==> config.mk <==
export PLATFORM = sky130hd
export DESIGN_NAME = leak_monitor_delayed_trip_core_flat
export DESIGN_NICKNAME = d
export VERILOG_FILES = /design/src/hw/rtl/lmdt_pkg.sv /design/src/hw/rtl/lmdt_if.sv /design/src/hw/rtl/lmdt_alu.sv /design/src/hw/rtl/leak_monitor_delayed_trip_core.sv /design/src/flat_wrapper.sv
export SDC_FILE = /design/constraint.sdc
export NUM_CORES = 1
export LEC_CHECK = 0
export BUFFER_PORTS_ARGS = -buffer_cell sky130_fd_sc_hd__buf_2
export CAP_MARGIN = 25
export CORE_ASPECT_RATIO = 2
export CORE_UTILIZATION = 55
export DETAILED_ROUTE_END_ITERATION = 10
export PLACE_DENSITY = 0.73
export SYNTH_ARGS = -nofsm -noshare
export SYNTH_HDL_FRONTEND = slang
export SYNTH_SLANG_ARGS = --single-unit
==> constraint.sdc <==
create_clock -name clk -period 8 [get_ports clk]
set_clock_uncertainty 0.1 [all_clocks]
set_input_delay 0 -clock clk [delete_from_list [all_inputs] [get_ports clk]]
set_output_delay 0 -clock clk [all_outputs]
set_load 0.005 [all_outputs]
==> src/hw/rtl/lmdt_pkg.sv <==
package lmdt_pkg;

  localparam int LOOP_COUNT = 8;
  localparam int LOOP_W     = 3;
  localparam int SAMPLE_W   = 12;
  localparam int TIME_W     = 32;
  localparam int DELAY_W    = 16;
  localparam int KIND_W     = 2;
  localparam int CFG_IDX_W  = 3;
  localparam int CFG_DATA_W = 64;
  localparam int THR_REG_W  = 48;

  localparam logic [KIND_W-1:0] KIND_RAISED  = 2'd0;
  localparam logic [KIND_W-1:0] KIND_CLEARED = 2'd1;
  localparam logic [KIND_W-1:0] KIND_CUT     = 2'd2;

  localparam logic [CFG_IDX_W-1:0] REG_LEAK_EN  = 3'd0;
  localparam logic [CFG_IDX_W-1:0] REG_CUT_EN   = 3'd1;
  localparam logic [CFG_IDX_W-1:0] REG_THR_LO   = 3'd2;
  localparam logic [CFG_IDX_W-1:0] REG_THR_HI   = 3'd3;
  localparam logic [CFG_IDX_W-1:0] REG_DELAY_LO = 3'd4;
  localparam logic [CFG_IDX_W-1:0] REG_DELAY_HI = 3'd5;

  typedef enum logic {
    ALU_ADD,
    ALU_SUB
  } alu_op_t;

endpackage

==> src/hw/rtl/lmdt_if.sv <==
interface lmdt_in_if;
  logic                                valid;
  logic                                ready;
  logic                                action;
  logic [lmdt_pkg::LOOP_W-1:0]         loop_index;
  logic [lmdt_pkg::SAMPLE_W-1:0]       sample;
  logic [lmdt_pkg::TIME_W-1:0]         now_seconds;
  modport source (output valid, action, loop_index, sample, now_seconds, input ready);
  modport sink (input valid, action, loop_index, sample, now_seconds, output ready);
endinterface

interface lmdt_out_if;
  logic                                valid;
  logic                                ready;
  logic [lmdt_pkg::KIND_W-1:0]         event_kind;
  logic [lmdt_pkg::LOOP_W-1:0]         event_loop;
  logic                                last_of_run;
  modport source (output valid, event_kind, event_loop, last_of_run, input ready);
  modport sink (input valid, event_kind, event_loop, last_of_run, output ready);
endinterface

interface lmdt_cfg_if;
  logic                                valid;
  logic                                ready;
  logic [lmdt_pkg::CFG_IDX_W-1:0]      index;
  logic [lmdt_pkg::CFG_DATA_W-1:0]     data;
  modport source (output valid, index, data, input ready);
  modport sink (input valid, index, data, output ready);
endinterface

==> src/hw/rtl/lmdt_alu.sv <==
module lmdt_alu (
  input  lmdt_pkg::alu_op_t             op,
  input  logic [lmdt_pkg::TIME_W-1:0]   a,
  input  logic [lmdt_pkg::TIME_W-1:0]   b,
  output logic [lmdt_pkg::TIME_W:0]     res
);

  // The top bit is the carry of an add or the borrow of a subtract.
  always_comb begin
    case (op)
      lmdt_pkg::ALU_ADD: res = {1'b0, a} + {1'b0, b};
      lmdt_pkg::ALU_SUB: res = {1'b0, a} - {1'b0, b};
      default:           res = {1'b0, a} + {1'b0, b};
    endcase
  end

endmodule

==> src/hw/rtl/leak_monitor_delayed_trip_core.sv <==
// Leakage monitor with delayed trip for eight loops.
// Items arrive on in_if. A sample item (action 0) checks one loop against its
// threshold and yields at most one event, raised or cleared. A tick item
// (action 1) scans all loops and yields one cut command for each loop whose
// armed deadline has passed; last_of_run marks the final event of an item.
// Configuration is written on cfg_if, which is always ready; the user must write
// it only while idle, which the block itself does not enforce. A sample passes a
// compare state, and an add state when it arms a deadline; its event is loaded
// into out_if in the compare state. A tick scans all eight loops, one loop per cycle
// through the shared adder, then emits each cut command in turn, if any is due.
// The block takes one item at a time and in_if.ready is high only when idle.
// Results sit in a single output register; the block accepts a new item while
// it waits, and only stalls when a further event must be loaded.
// A synchronous active-low reset clears the state, configuration, output valid,
// leak flags and deadlines; the block is ready in the first cycle after reset.
module leak_monitor_delayed_trip_core (
  input  logic          clk,
  input  logic          rst_n,
  lmdt_in_if.sink       in_if,
  lmdt_out_if.source    out_if,
  lmdt_cfg_if.sink      cfg_if
);

  localparam int LC = lmdt_pkg::LOOP_COUNT;
  localparam int LW = lmdt_pkg::LOOP_W;
  localparam int TW = lmdt_pkg::TIME_W;

  typedef enum logic [2:0] {
    ST_IDLE,
    ST_CMP,
    ST_ADD,
    ST_SCAN,
    ST_EMIT
  } state_t;

  state_t state_r, state_nxt;

  logic [LC-1:0]                      leak_en_r, leak_en_nxt;
  logic [LC-1:0]                      cut_en_r, cut_en_nxt;
  logic [lmdt_pkg::THR_REG_W-1:0]     thr_lo_r, thr_lo_nxt, thr_hi_r, thr_hi_nxt;
  logic [lmdt_pkg::CFG_DATA_W-1:0]    dly_lo_r, dly_lo_nxt, dly_hi_r, dly_hi_nxt;

  logic [LC-1:0]                      flag_r, flag_nxt;
  logic [TW-1:0]                      dl_r [LC];
  logic [TW-1:0]                      dl_nxt [LC];
  logic [LC-1:0]                      mask_r, mask_nxt;
  logic [LW-1:0]                      idx_r, idx_nxt;

  logic [LW-1:0]                      loop_r, loop_nxt;
  logic [lmdt_pkg::SAMPLE_W-1:0]      sample_r, sample_nxt;
  logic [TW-1:0]                      now_r, now_nxt;

  logic                               ov_r, ov_nxt;
  logic [lmdt_pkg::KIND_W-1:0]        okind_r, okind_nxt;
  logic [LW-1:0]                      oloop_r, oloop_nxt;
  logic                               olast_r, olast_nxt;

  lmdt_pkg::alu_op_t                  alu_op;
  logic [TW-1:0]                      alu_a, alu_b;
  logic [TW:0]                        alu_res;

  logic [lmdt_pkg::THR_REG_W-1:0]     thr_word;
  logic [lmdt_pkg::SAMPLE_W-1:0]      thr;
  logic [lmdt_pkg::CFG_DATA_W-1:0]    dly_word;
  logic [lmdt_pkg::DELAY_W-1:0]       dly;
  logic                               out_free;
  logic                               leaking;
  logic [LC-1:0]                      mask_rest;
  logic [LW-1:0]                      low_idx;

  lmdt_alu u_alu (
    .op  (alu_op),
    .a   (alu_a),
    .b   (alu_b),
    .res (alu_res)
  );

  assign thr_word = loop_r[LW-1] ? thr_hi_r : thr_lo_r;
  assign thr      = thr_word[lmdt_pkg::SAMPLE_W*int'(loop_r[LW-2:0]) +: lmdt_pkg::SAMPLE_W];
  assign dly_word = loop_r[LW-1] ? dly_hi_r : dly_lo_r;
  assign dly      = dly_word[lmdt_pkg::DELAY_W*int'(loop_r[LW-2:0]) +: lmdt_pkg::DELAY_W];

  always_comb begin
    case (state_r)
      ST_CMP: begin
        alu_op = lmdt_pkg::ALU_SUB;
        alu_a  = TW'(thr);
        alu_b  = TW'(sample_r);
      end
      ST_SCAN: begin
        alu_op = lmdt_pkg::ALU_SUB;
        alu_a  = now_r;
        alu_b  = dl_r[idx_r];
      end
      default: begin
        alu_op = lmdt_pkg::ALU_ADD;
        alu_a  = now_r;
        alu_b  = TW'(dly);
      end
    endcase
  end

  assign leaking   = alu_res[TW];
  assign out_free  = !ov_r || out_if.ready;
  assign mask_rest = mask_r & (mask_r - LC'(1));

  always_comb begin
    low_idx = '0;
    for (int i = LC - 1; i >= 0; i--) begin
      if (mask_r[i]) begin
        low_idx = LW'(i);
      end
    end
  end

  assign in_if.ready        = (state_r == ST_IDLE);
  assign cfg_if.ready       = 1'b1;
  assign out_if.valid       = ov_r;
  assign out_if.event_kind  = okind_r;
  assign out_if.event_loop  = oloop_r;
  assign out_if.last_of_run = olast_r;

  always_comb begin
    state_nxt   = state_r;
    leak_en_nxt = leak_en_r;
    cut_en_nxt  = cut_en_r;
    thr_lo_nxt  = thr_lo_r;
    thr_hi_nxt  = thr_hi_r;
    dly_lo_nxt  = dly_lo_r;
    dly_hi_nxt  = dly_hi_r;
    flag_nxt    = flag_r;
    dl_nxt      = dl_r;
    mask_nxt    = mask_r;
    idx_nxt     = idx_r;
    loop_nxt    = loop_r;
    sample_nxt  = sample_r;
    now_nxt     = now_r;
    ov_nxt      = ov_r && !out_if.ready;
    okind_nxt   = okind_r;
    oloop_nxt   = oloop_r;
    olast_nxt   = olast_r;

    if (cfg_if.valid) begin
      unique case (cfg_if.index)
        lmdt_pkg::REG_LEAK_EN:  leak_en_nxt = cfg_if.data[LC-1:0];
        lmdt_pkg::REG_CUT_EN:   cut_en_nxt  = cfg_if.data[LC-1:0];
        lmdt_pkg::REG_THR_LO:   thr_lo_nxt  = cfg_if.data[lmdt_pkg::THR_REG_W-1:0];
        lmdt_pkg::REG_THR_HI:   thr_hi_nxt  = cfg_if.data[lmdt_pkg::THR_REG_W-1:0];
        lmdt_pkg::REG_DELAY_LO: dly_lo_nxt  = cfg_if.data;
        lmdt_pkg::REG_DELAY_HI: dly_hi_nxt  = cfg_if.data;
        default: ;
      endcase
    end

    unique case (state_r)
      ST_IDLE: begin
        if (in_if.valid) begin
          loop_nxt   = in_if.loop_index;
          sample_nxt = in_if.sample;
          now_nxt    = in_if.now_seconds;
          idx_nxt    = '0;
          mask_nxt   = '0;
          state_nxt  = in_if.action ? ST_SCAN : ST_CMP;
        end
      end
      ST_CMP: begin
        if (({1'b0, loop_r} >= (LW + 1)'(LC)) || !leak_en_r[loop_r]) begin
          state_nxt = ST_IDLE;
        end else if (leaking && !flag_r[loop_r]) begin
          if (out_free) begin
            flag_nxt[loop_r] = 1'b1;
            ov_nxt    = 1'b1;
            okind_nxt = lmdt_pkg::KIND_RAISED;
            oloop_nxt = loop_r;
            olast_nxt = 1'b1;
            state_nxt = cut_en_r[loop_r] ? ST_ADD : ST_IDLE;
          end
        end else if (!leaking && flag_r[loop_r]) begin
          if (out_free) begin
            flag_nxt[loop_r] = 1'b0;
            ov_nxt    = 1'b1;
            okind_nxt = lmdt_pkg::KIND_CLEARED;
            oloop_nxt = loop_r;
            olast_nxt = 1'b1;
            state_nxt = ST_IDLE;
          end
        end else begin
          state_nxt = ST_IDLE;
        end
      end
      ST_ADD: begin
        dl_nxt[loop_r] = alu_res[TW] ? '1 : alu_res[TW-1:0];
        state_nxt      = ST_IDLE;
      end
      ST_SCAN: begin
        if (leak_en_r[idx_r] && flag_r[idx_r] && cut_en_r[idx_r] &&
            (dl_r[idx_r] != '0) && !alu_res[TW]) begin
          mask_nxt[idx_r] = 1'b1;
          dl_nxt[idx_r]   = '0;
        end
        if (idx_r == LW'(LC - 1)) begin
          state_nxt = ST_EMIT;
        end else begin
          idx_nxt = idx_r + LW'(1);
        end
      end
      ST_EMIT: begin
        if (mask_r == '0) begin
          state_nxt = ST_IDLE;
        end else if (out_free) begin
          ov_nxt    = 1'b1;
          okind_nxt = lmdt_pkg::KIND_CUT;
          oloop_nxt = low_idx;
          olast_nxt = (mask_rest == '0);
          mask_nxt  = mask_rest;
          if (mask_rest == '0) begin
            state_nxt = ST_IDLE;
          end
        end
      end
      default: state_nxt = ST_IDLE;
    endcase
  end

  always_ff @(posedge clk) begin
    if (!rst_n) begin
      state_r   <= ST_IDLE;
      leak_en_r <= '0;
      cut_en_r  <= '0;
      thr_lo_r  <= '0;
      thr_hi_r  <= '0;
      dly_lo_r  <= '0;
      dly_hi_r  <= '0;
      flag_r    <= '0;
      for (int i = 0; i < LC; i++) begin
        dl_r[i] <= '0;
      end
      mask_r    <= '0;
      idx_r     <= '0;
      ov_r      <= 1'b0;
    end else begin
      state_r   <= state_nxt;
      leak_en_r <= leak_en_nxt;
      cut_en_r  <= cut_en_nxt;
      thr_lo_r  <= thr_lo_nxt;
      thr_hi_r  <= thr_hi_nxt;
      dly_lo_r  <= dly_lo_nxt;
      dly_hi_r  <= dly_hi_nxt;
      flag_r    <= flag_nxt;
      dl_r      <= dl_nxt;
      mask_r    <= mask_nxt;
      idx_r     <= idx_nxt;
      ov_r      <= ov_nxt;
    end
    loop_r   <= loop_nxt;
    sample_r <= sample_nxt;
    now_r    <= now_nxt;
    okind_r  <= okind_nxt;
    oloop_r  <= oloop_nxt;
    olast_r  <= olast_nxt;
  end

endmodule

==> src/flat_wrapper.sv <==
// flat-port wrapper written by rule: the top's interface ports become plain ports
module leak_monitor_delayed_trip_core_flat 
  (clk, rst_n, in_if_valid, in_if_action, in_if_loop_index, in_if_sample, in_if_now_seconds, in_if_ready, out_if_valid, out_if_event_kind, out_if_event_loop, out_if_last_of_run, out_if_ready, cfg_if_valid, cfg_if_index, cfg_if_data, cfg_if_ready);
  lmdt_in_if in_if_i ();
  lmdt_out_if out_if_i ();
  lmdt_cfg_if cfg_if_i ();
  input  logic clk;
  input  logic rst_n;
  input wire logic [$bits(in_if_i.valid)-1:0] in_if_valid;
  input wire logic [$bits(in_if_i.action)-1:0] in_if_action;
  input wire logic [$bits(in_if_i.loop_index)-1:0] in_if_loop_index;
  input wire logic [$bits(in_if_i.sample)-1:0] in_if_sample;
  input wire logic [$bits(in_if_i.now_seconds)-1:0] in_if_now_seconds;
  output wire logic [$bits(in_if_i.ready)-1:0] in_if_ready;
  output wire logic [$bits(out_if_i.valid)-1:0] out_if_valid;
  output wire logic [$bits(out_if_i.event_kind)-1:0] out_if_event_kind;
  output wire logic [$bits(out_if_i.event_loop)-1:0] out_if_event_loop;
  output wire logic [$bits(out_if_i.last_of_run)-1:0] out_if_last_of_run;
  input wire logic [$bits(out_if_i.ready)-1:0] out_if_ready;
  input wire logic [$bits(cfg_if_i.valid)-1:0] cfg_if_valid;
  input wire logic [$bits(cfg_if_i.index)-1:0] cfg_if_index;
  input wire logic [$bits(cfg_if_i.data)-1:0] cfg_if_data;
  output wire logic [$bits(cfg_if_i.ready)-1:0] cfg_if_ready;
  assign in_if_i.valid = in_if_valid;
  assign in_if_i.action = in_if_action;
  assign in_if_i.loop_index = in_if_loop_index;
  assign in_if_i.sample = in_if_sample;
  assign in_if_i.now_seconds = in_if_now_seconds;
  assign in_if_ready = in_if_i.ready;
  assign out_if_valid = out_if_i.valid;
  assign out_if_event_kind = out_if_i.event_kind;
  assign out_if_event_loop = out_if_i.event_loop;
  assign out_if_last_of_run = out_if_i.last_of_run;
  assign out_if_i.ready = out_if_ready;
  assign cfg_if_i.valid = cfg_if_valid;
  assign cfg_if_i.index = cfg_if_index;
  assign cfg_if_i.data = cfg_if_data;
  assign cfg_if_ready = cfg_if_i.ready;
  leak_monitor_delayed_trip_core u_core (.clk(clk), .rst_n(rst_n), .in_if(in_if_i), .out_if(out_if_i), .cfg_if(cfg_if_i));
endmodule
==> results_dict.tcl, run 1 <==
set metrics [dict create \
    crit_type "reg2reg" \
    finalCriticalPeriod_ps 7600 \
    cts_root_buf "clkbuf_16" \
    grt_max_degree 160 \
    clkTransAtPathRegs_ps 70 \
    async_reset_ff_share_pct 0 \
    cap_viol_max_count 0 \
    dieHeight_um 316 \
    arrival_ps 8040 \
    row_count 114 \
    syn_inst 2893 \
    synth-seq-cells 572 \
    synth.area.mux_share_pct 10.3 \
    fmax_ghz 0.132 \
    yosysWarnings 0 \
    finalSetupViolations 0 \
    synth_fa_ha_area_share_pct 1.81 \
    cts_hold_buf 125 \
    antenna_found_initial 2 \
    rsz0062_at_grt "no" \
    chipWidth_um 159 \
    core_mm2 0.0485 \
    grt_overflow 0 \
    post_drt_wl_per_cell_um 26.1 \
    grtUsageTotal_pct 38.9 \
    rrSetupSlack_ps 400 \
    crit_start "u_core.idx_r[0]" \
    power_density_mw_per_mm2 217 \
    tns_ps 0 \
    fillers 3951 \
    worstSetupEndpoint "u_core.state_r[1]" \
    globalplace.congestion 1.02 \
    hp-class "in2reg" \
    synth-edff-count 53 \
    busiest_layer "met2" \
    ctsHtreeMaxLevel 2 \
    fin_util_pct 65.1 \
    dp_hpwl_mm 67.1 \
    met1_usage_pct 39.9 \
    synthXorXnorAreaFrac_pct 1.20 \
    clock_path_buffers 3 \
    io_buffer_count 127 \
    yosys.area_share.simple_pct 16.2 \
    crit_path_end_kind "flop" \
    vias 24289 \
    area_delta_synth_final_pct 16.1 \
    synth_compound_area_share_pct 22.4 \
    drive_gt1_share_pct 15.2 \
    hp-start "in_if_now_seconds[5]" \
    grt_pass1_vias 24262 \
    post_cts_buffers 0 \
    cts_buffers 49 \
    cts_tree "built" \
    seq_area_mm2 0.0120 \
    route.final.wire_length_mm 98.0 \
    finalCritPeriodShare_pct 95.1 \
    pin_count 129 \
    yosysUniqueCellTypes 88 \
    die_area_mm2 0.0504 \
    ff2ff_path_depth 27 \
    drtIter0Drc 2293 \
    dr.pass1.iters 6 \
    ir_drop_v 0.000192 \
    synth_top_family_by_area "compound AO/OA/AOI/OAI gates" \
    cp_max_fo 37 \
    syn_avg_cell_area_um2 9.40 \
    p_leak_nw 11.5 \
    multiInputGateArea_mm2 0.0142 \
    cts_sinks 572 \
    outcome "finished, final reports clean" \
    final_nets 3234 \
    via_per_inst 6.47 \
    synth_nets 3051 \
    clk_latency_ps 600 \
    post_cts_resized 0 \
    grt_use_met2_pct 69.3 \
    synth_top_flop_cell "dfxtp_1" \
    maxSlewViolCount 0 \
    worstReg2RegEnd "u_core.state_r[1]" \
    synth_seq_area_share_pct 44.1 \
    synthesis.area_mm2 0.0272 \
    worst_slew_pin_slew_ps 1190 \
    finalHoldViolCount 0 \
    start_util_pct 56.1 \
    grt_use_met3_pct 5.73 \
    critPathLaunchType "flop" \
    grt_pass1_wl_mm 148 \
    max_slew_margin_pct 20.4 \
    drc 0 \
    r2r-start "u_core.idx_r[0]" \
    critPathRequiredTime_ps 8440 \
    ant_nets 0 \
]
[worst min path at each step]
stage                        to  slack, ps  cells after the start
2_1_floorplan  u_core.loop_r[0]         -1                      0
3_3_place_gp   u_core.now_r[20]         80                      1
3_5_place_dp   u_core.now_r[18]         80                      1
4_1_cts        u_core.loop_r[2]        0.5                      2
5_1_grt         u_core.now_r[5]         10                      2
6_report        u_core.now_r[5]         20                      2
[registers in the layout (all words and copies together) (netlist names), named ones only]
signal and cells:
u_core.thr_hi_r 48, u_core.thr_lo_r 48, u_core.idx_r 3, u_core.dly_lo_r 64, u_core.state_r 3, u_core.out_if.event_loop 3
u_core.dl_r 256, u_core.out_if.event_kind 2, u_core.now_r 32, u_core.leak_en_r 8, u_core.sample_r 12, u_core.mask_r 8
u_core.out_if.last_of_run 1, u_core.out_if.valid 1, u_core.dly_hi_r 64, u_core.loop_r 3, u_core.cut_en_r 8
[report_power, final]
group	internal [mW]	switching, mW
clock network	1.36	1.14
logic	0.438	0.913
registers	2.95	0.0381
total	4.75	2.10
[layout make-up]
type                       instances  share of cell area (%)
tap                              638                    2.53
timing repair buffer             347                    8.96
multi-input combinational       2086                    45.1
sequential                       572                    38.0
inverter                          20                   0.238
clock inverter                    33                    1.03
antenna                            2                  0.0159
clock buffer                      58                    4.19
[synthesized netlist by cell type, types with 5 or more instances]
cell type | instances | area, um2
nand2_1 | 672 | 2520
dfxtp_1 | 519 | 10400
a21boi_0 | 248 | 1860
nor2_1 | 143 | 537
clkbuf_1 | 134 | 503
o21ai_0 | 109 | 546
a221o_1 | 83 | 831
mux4_2 | 81 | 1820
mux2i_1 | 69 | 691
a21oi_1 | 55 | 275
a22o_1 | 54 | 473
edfxtp_1 | 53 | 1590
o2bb2ai_1 | 49 | 429
buf_2 | 43 | 215
a221oi_1 | 37 | 324
ha_1 | 37 | 463
nand3_1 | 33 | 165
and2_1 | 32 | 200
nor3_1 | 32 | 160
nor2b_1 | 29 | 181
o21ai_1 | 28 | 140
mux2_2 | 26 | 293
o22ai_1 | 21 | 131
nand2b_1 | 20 | 125
xnor2_1 | 19 | 166
inv_1 | 18 | 67.6
a211oi_1 | 15 | 113
xor2_1 | 15 | 131
buf_1 | 13 | 48.8
buf_4 | 13 | 97.6
a21o_1 | 12 | 90.1
buf_6 | 11 | 124
o22a_1 | 11 | 96.3
a22oi_1 | 10 | 75.1
nand4_1 | 10 | 62.6
nor4_1 | 10 | 62.6
a211o_1 | 8 | 70.1
a31oi_1 | 8 | 50.1
o211ai_1 | 7 | 52.6
o21a_1 | 7 | 52.6
o31ai_1 | 7 | 52.6
or3_1 | 7 | 43.8
and3_1 | 6 | 37.5
or2_2 | 6 | 37.5
nand4b_1 | 5 | 43.8
[critical path, cell delays in order (launching register included)]
cell,delay (ps)
dfxtp_4,690
buf_4,400
buf_4,440
mux4_2,550
mux2_2,310
nor2_1,100
nor2_1,70
nand2_1,80
and3_1,300
xor2_1,170
a21oi_1,80
ha_1,440
o211ai_1,140
nor3_1,450
nand2_1,160
o221ai_1,440
a211oi_1,140
o21ai_1,280
buf_4,270
xnor2_4,160
inv_2,90
ha_1,200
o21ai_0,260
inv_1,110
a21oi_1,190
o2111ai_1,130
a21boi_0,160
dlygate4sd3_1,560
[per-stage QoR]
step	area [um2]	hold WS, ps	total power, mW	setup slack, ps	instances
6_report	31600	19.9	6.85	396	3756
2_1_floorplan	27200	-1.13	3.79	1730	2893
3_3_place_gp	28500	77.0	4.28	892	3529
5_1_grt	31600	13.5	7.03	69.8	3755
4_1_cts	31400	0.518	6.79	513	3747
3_5_place_dp	28500	78.1	4.30	721	3531
[routing by layer]
| layer | routed length, um | vias to the layer above |
|---|---|---|
| li1 | - | 10804 |
| met3 | 6760 | 455 |
| met5 | 0 | - |
| met2 | 49000 | 1358 |
| met4 | 9870 | 0 |
| met1 | 32400 | 11672 |
[placed cells by master (no fill, tap or decap), drive strengths merged, types with 29 or more instances in the layout]
cell type    count
a22o            54
and2            32
nor2           150
ha              37
nand2          675
nor3            32
dlygate4sd3    125
mux4            81
o2bb2ai         49
buf            222
a221oi          37
nor2b           29
a221o           83
mux2i           69
dfxtp          519
a21oi           57
nand3           33
a21boi         248
clkbuf          58
o21ai          138
edfxtp          53
[cell families after synthesis]
group / Yosys count
xor+xnor: 35
buf+inv: 235
other cells: 1
flops: 572
compound gates: 808
simple gates: 1027
fa+ha+maj: 39
mux: 176
No activity file was read; power rests on OpenSTA's default activity.
==> run 2, diff against run 1 <==
--- a/config.mk
+++ b/config.mk
@@ -10,6 +10,7 @@
 export CORE_ASPECT_RATIO = 2
 export CORE_UTILIZATION = 55
 export DETAILED_ROUTE_END_ITERATION = 10
+export MAX_ROUTING_LAYER = met4
 export PLACE_DENSITY = 0.73
 export SYNTH_ARGS = -nofsm -noshare
 export SYNTH_HDL_FRONTEND = slang
==> run 2 against run 1 <==
  * Via count rose by 0.64%
  * Critical path depth did not move
  * Wire length rose by 0.85%
  * Non-clock buffer count is 9 higher
  * First-iteration DRC count is 6.5% lower
  * Final cell count is 0.35% higher
  * Highest routed layer unchanged
  * Die area unchanged
  * Final area up 0.40%
  * Sequential share of layout area down 0.15 points
  * Maximum frequency is 2.4% higher
==> results_dict.tcl, run 2 (synthesis results as in run 1) <==
set metrics [dict create \
    reg_top3 "u_core.dl_r: 256 flops, u_core.dly_hi_r: 64 flops, u_core.dly_lo_r: 64 flops" \
    post_drt_wl_per_cell_um 26.2 \
    timing.hold.ws_ps 20.3 \
    ir_drop_v 0.000200 \
    drc 0 \
    ctsHtreeMaxLevel 2 \
    area_delta_synth_final_pct 16.6 \
    p_sw_share_pct 30.3 \
    clk_latency_ps 610 \
    via_per_inst 6.49 \
    cp_slowest_stage_delay_ps 750 \
    critPathRequiredTime_ps 8450 \
    grt_max_degree 161 \
    largest_reg_flops 256 \
    final_area_mm2 0.0317 \
    row_count 114 \
    chipWidth_um 159 \
    cts_hold_buf 139 \
    p_leak_nw 11.6 \
    die_area_mm2 0.0504 \
    grt_overflow 0 \
    max_slew_margin_pct 23.9 \
    finalCriticalPeriod_ps 7420 \
    pin_count 129 \
    globalplace.congestion 1.01 \
    cts_tree "built" \
    p_comb_share_pct 19.5 \
    dieHeight_um 316 \
    cap_viol_max_count 0 \
    crit_type "reg2reg" \
    hp-class "in2reg" \
    placed_cell_area_mm2 0.0285 \
    post_cts_resized 0 \
    grtUsageTotal_pct 40.1 \
    worst_slew_pin_slew_ps 1130 \
    power_mw 6.85 \
    finalCritPeriodShare_pct 92.8 \
    maxSlewViolCount 0 \
    pwr-share-clk_pct 36.8 \
    fmax_ghz 0.135 \
    route.final.wire_length_mm 98.9 \
    fin_util_pct 65.3 \
    seq_power_share_pct 43.7 \
    io_buffer_count 127 \
    ant_nets 0 \
    setup_slack_ps 577 \
    arrival_ps 7870 \
    dp_hpwl_mm 67.0 \
    core_mm2 0.0485 \
    tns_ps 0 \
    cp_max_fo 25 \
    crit_path_end_kind "flop" \
    dr.pass1.iters 5 \
    rsz0062_at_grt "no" \
    cts_root_buf "clkbuf_16" \
    dp_slack_ps 1130 \
    layout_commonest_cell "nand2_1" \
    grt_pass1_wl_mm 148 \
    cts_sinks 572 \
    post_cts_buffers 0 \
    final_cell_mix "nand2_1, dfxtp_1, a21boi_0, dlygate4sd3_1, nor2_1" \
    place_inst 3530 \
    clock_path_buffers 3 \
    start_util_pct 56.1 \
    drive_gt1_share_pct 14.8 \
    switchingPower_mw 2.07 \
    final_cells 3769 \
    largest-register "u_core.dl_r" \
    rrSetupSlack_ps 580 \
    outcome "finished, final reports clean" \
    cts_buffers 51 \
    grt_pass1_vias 24572 \
    finalHoldViolCount 0 \
    intPower_mw 4.78 \
    clkTransAtPathRegs_ps 70 \
    slowest_stage "dfxtp_2" \
    drtIter0Drc 2145 \
    power_density_mw_per_mm2 216 \
    critPathLaunchType "flop" \
    vias 24445 \
    antenna_found_initial 3 \
    final_nets 3245 \
    finalSetupViolations 0 \
]
[run 2: cell types whose count changed in the layout (fill, tap and decap cells not counted), sizes merged]
cell | previous run | this run
inv | 25 | 23
diode | 2 | 3
clkinvlp | 5 | 3
clkbuf | 58 | 73
clkinv | 18 | 12
bufinv | 5 | 3
buf | 222 | 217
dlygate4sd3 | 125 | 139
[run 2: metal layers]
layer  track usage (%)  wire length, um  up-vias
li1                  -                -    10822
met1              38.9            32400    11774
met2              69.8            49700     1350
met3              5.70             6610      499
met4              35.5            10100        0
met5                 -                0        -
[run 2: power by group through the flow]
stage	registers, mW	logic (mW)	clock network [mW]
after floorplan	3.04	0.752	0
after global placement	3.05	1.22	0
after detailed placement	3.06	1.24	0
after CTS	2.99	1.29	2.53
after global routing	3.00	1.40	2.65
final	2.99	1.33	2.52
[run 2: cell type report]
type	instances	area, um2
timing repair buffer	356	2930
fill	3977	16800
multi-input combinational	2086	14200
inverter	20	75.1
clock inverter	21	210
antenna	3	7.51
clock buffer	73	1460
tap	638	798
sequential	572	12000
[run 2: path summary, 6_finish.rpt]
| check | from | end | cells past startpoint |
|---|---|---|---|
| worst max-delay path | u_core.idx_r[1] | u_core.state_r[1] | 27 |
| worst min-delay path | in_if_now_seconds[4] | u_core.now_r[4] | 2 |
| worst max register to register | u_core.idx_r[1] | u_core.state_r[1] | 27 |
| worst min register to register | u_core.dl_r[136] | u_core.dl_r[136] | 2 |
[run 2: worst max-delay path: cells and delay by family (launching register included)]
kind,cells,cell delay [ps]
xor gates and xnor gates,2,380
AOI/OAI and AO/OA,12,2780
buffers and inverters,5,1350
muxes,1,180
and+or+nand+nor,5,1180
adders and majority gates,2,620
DFF,1,750
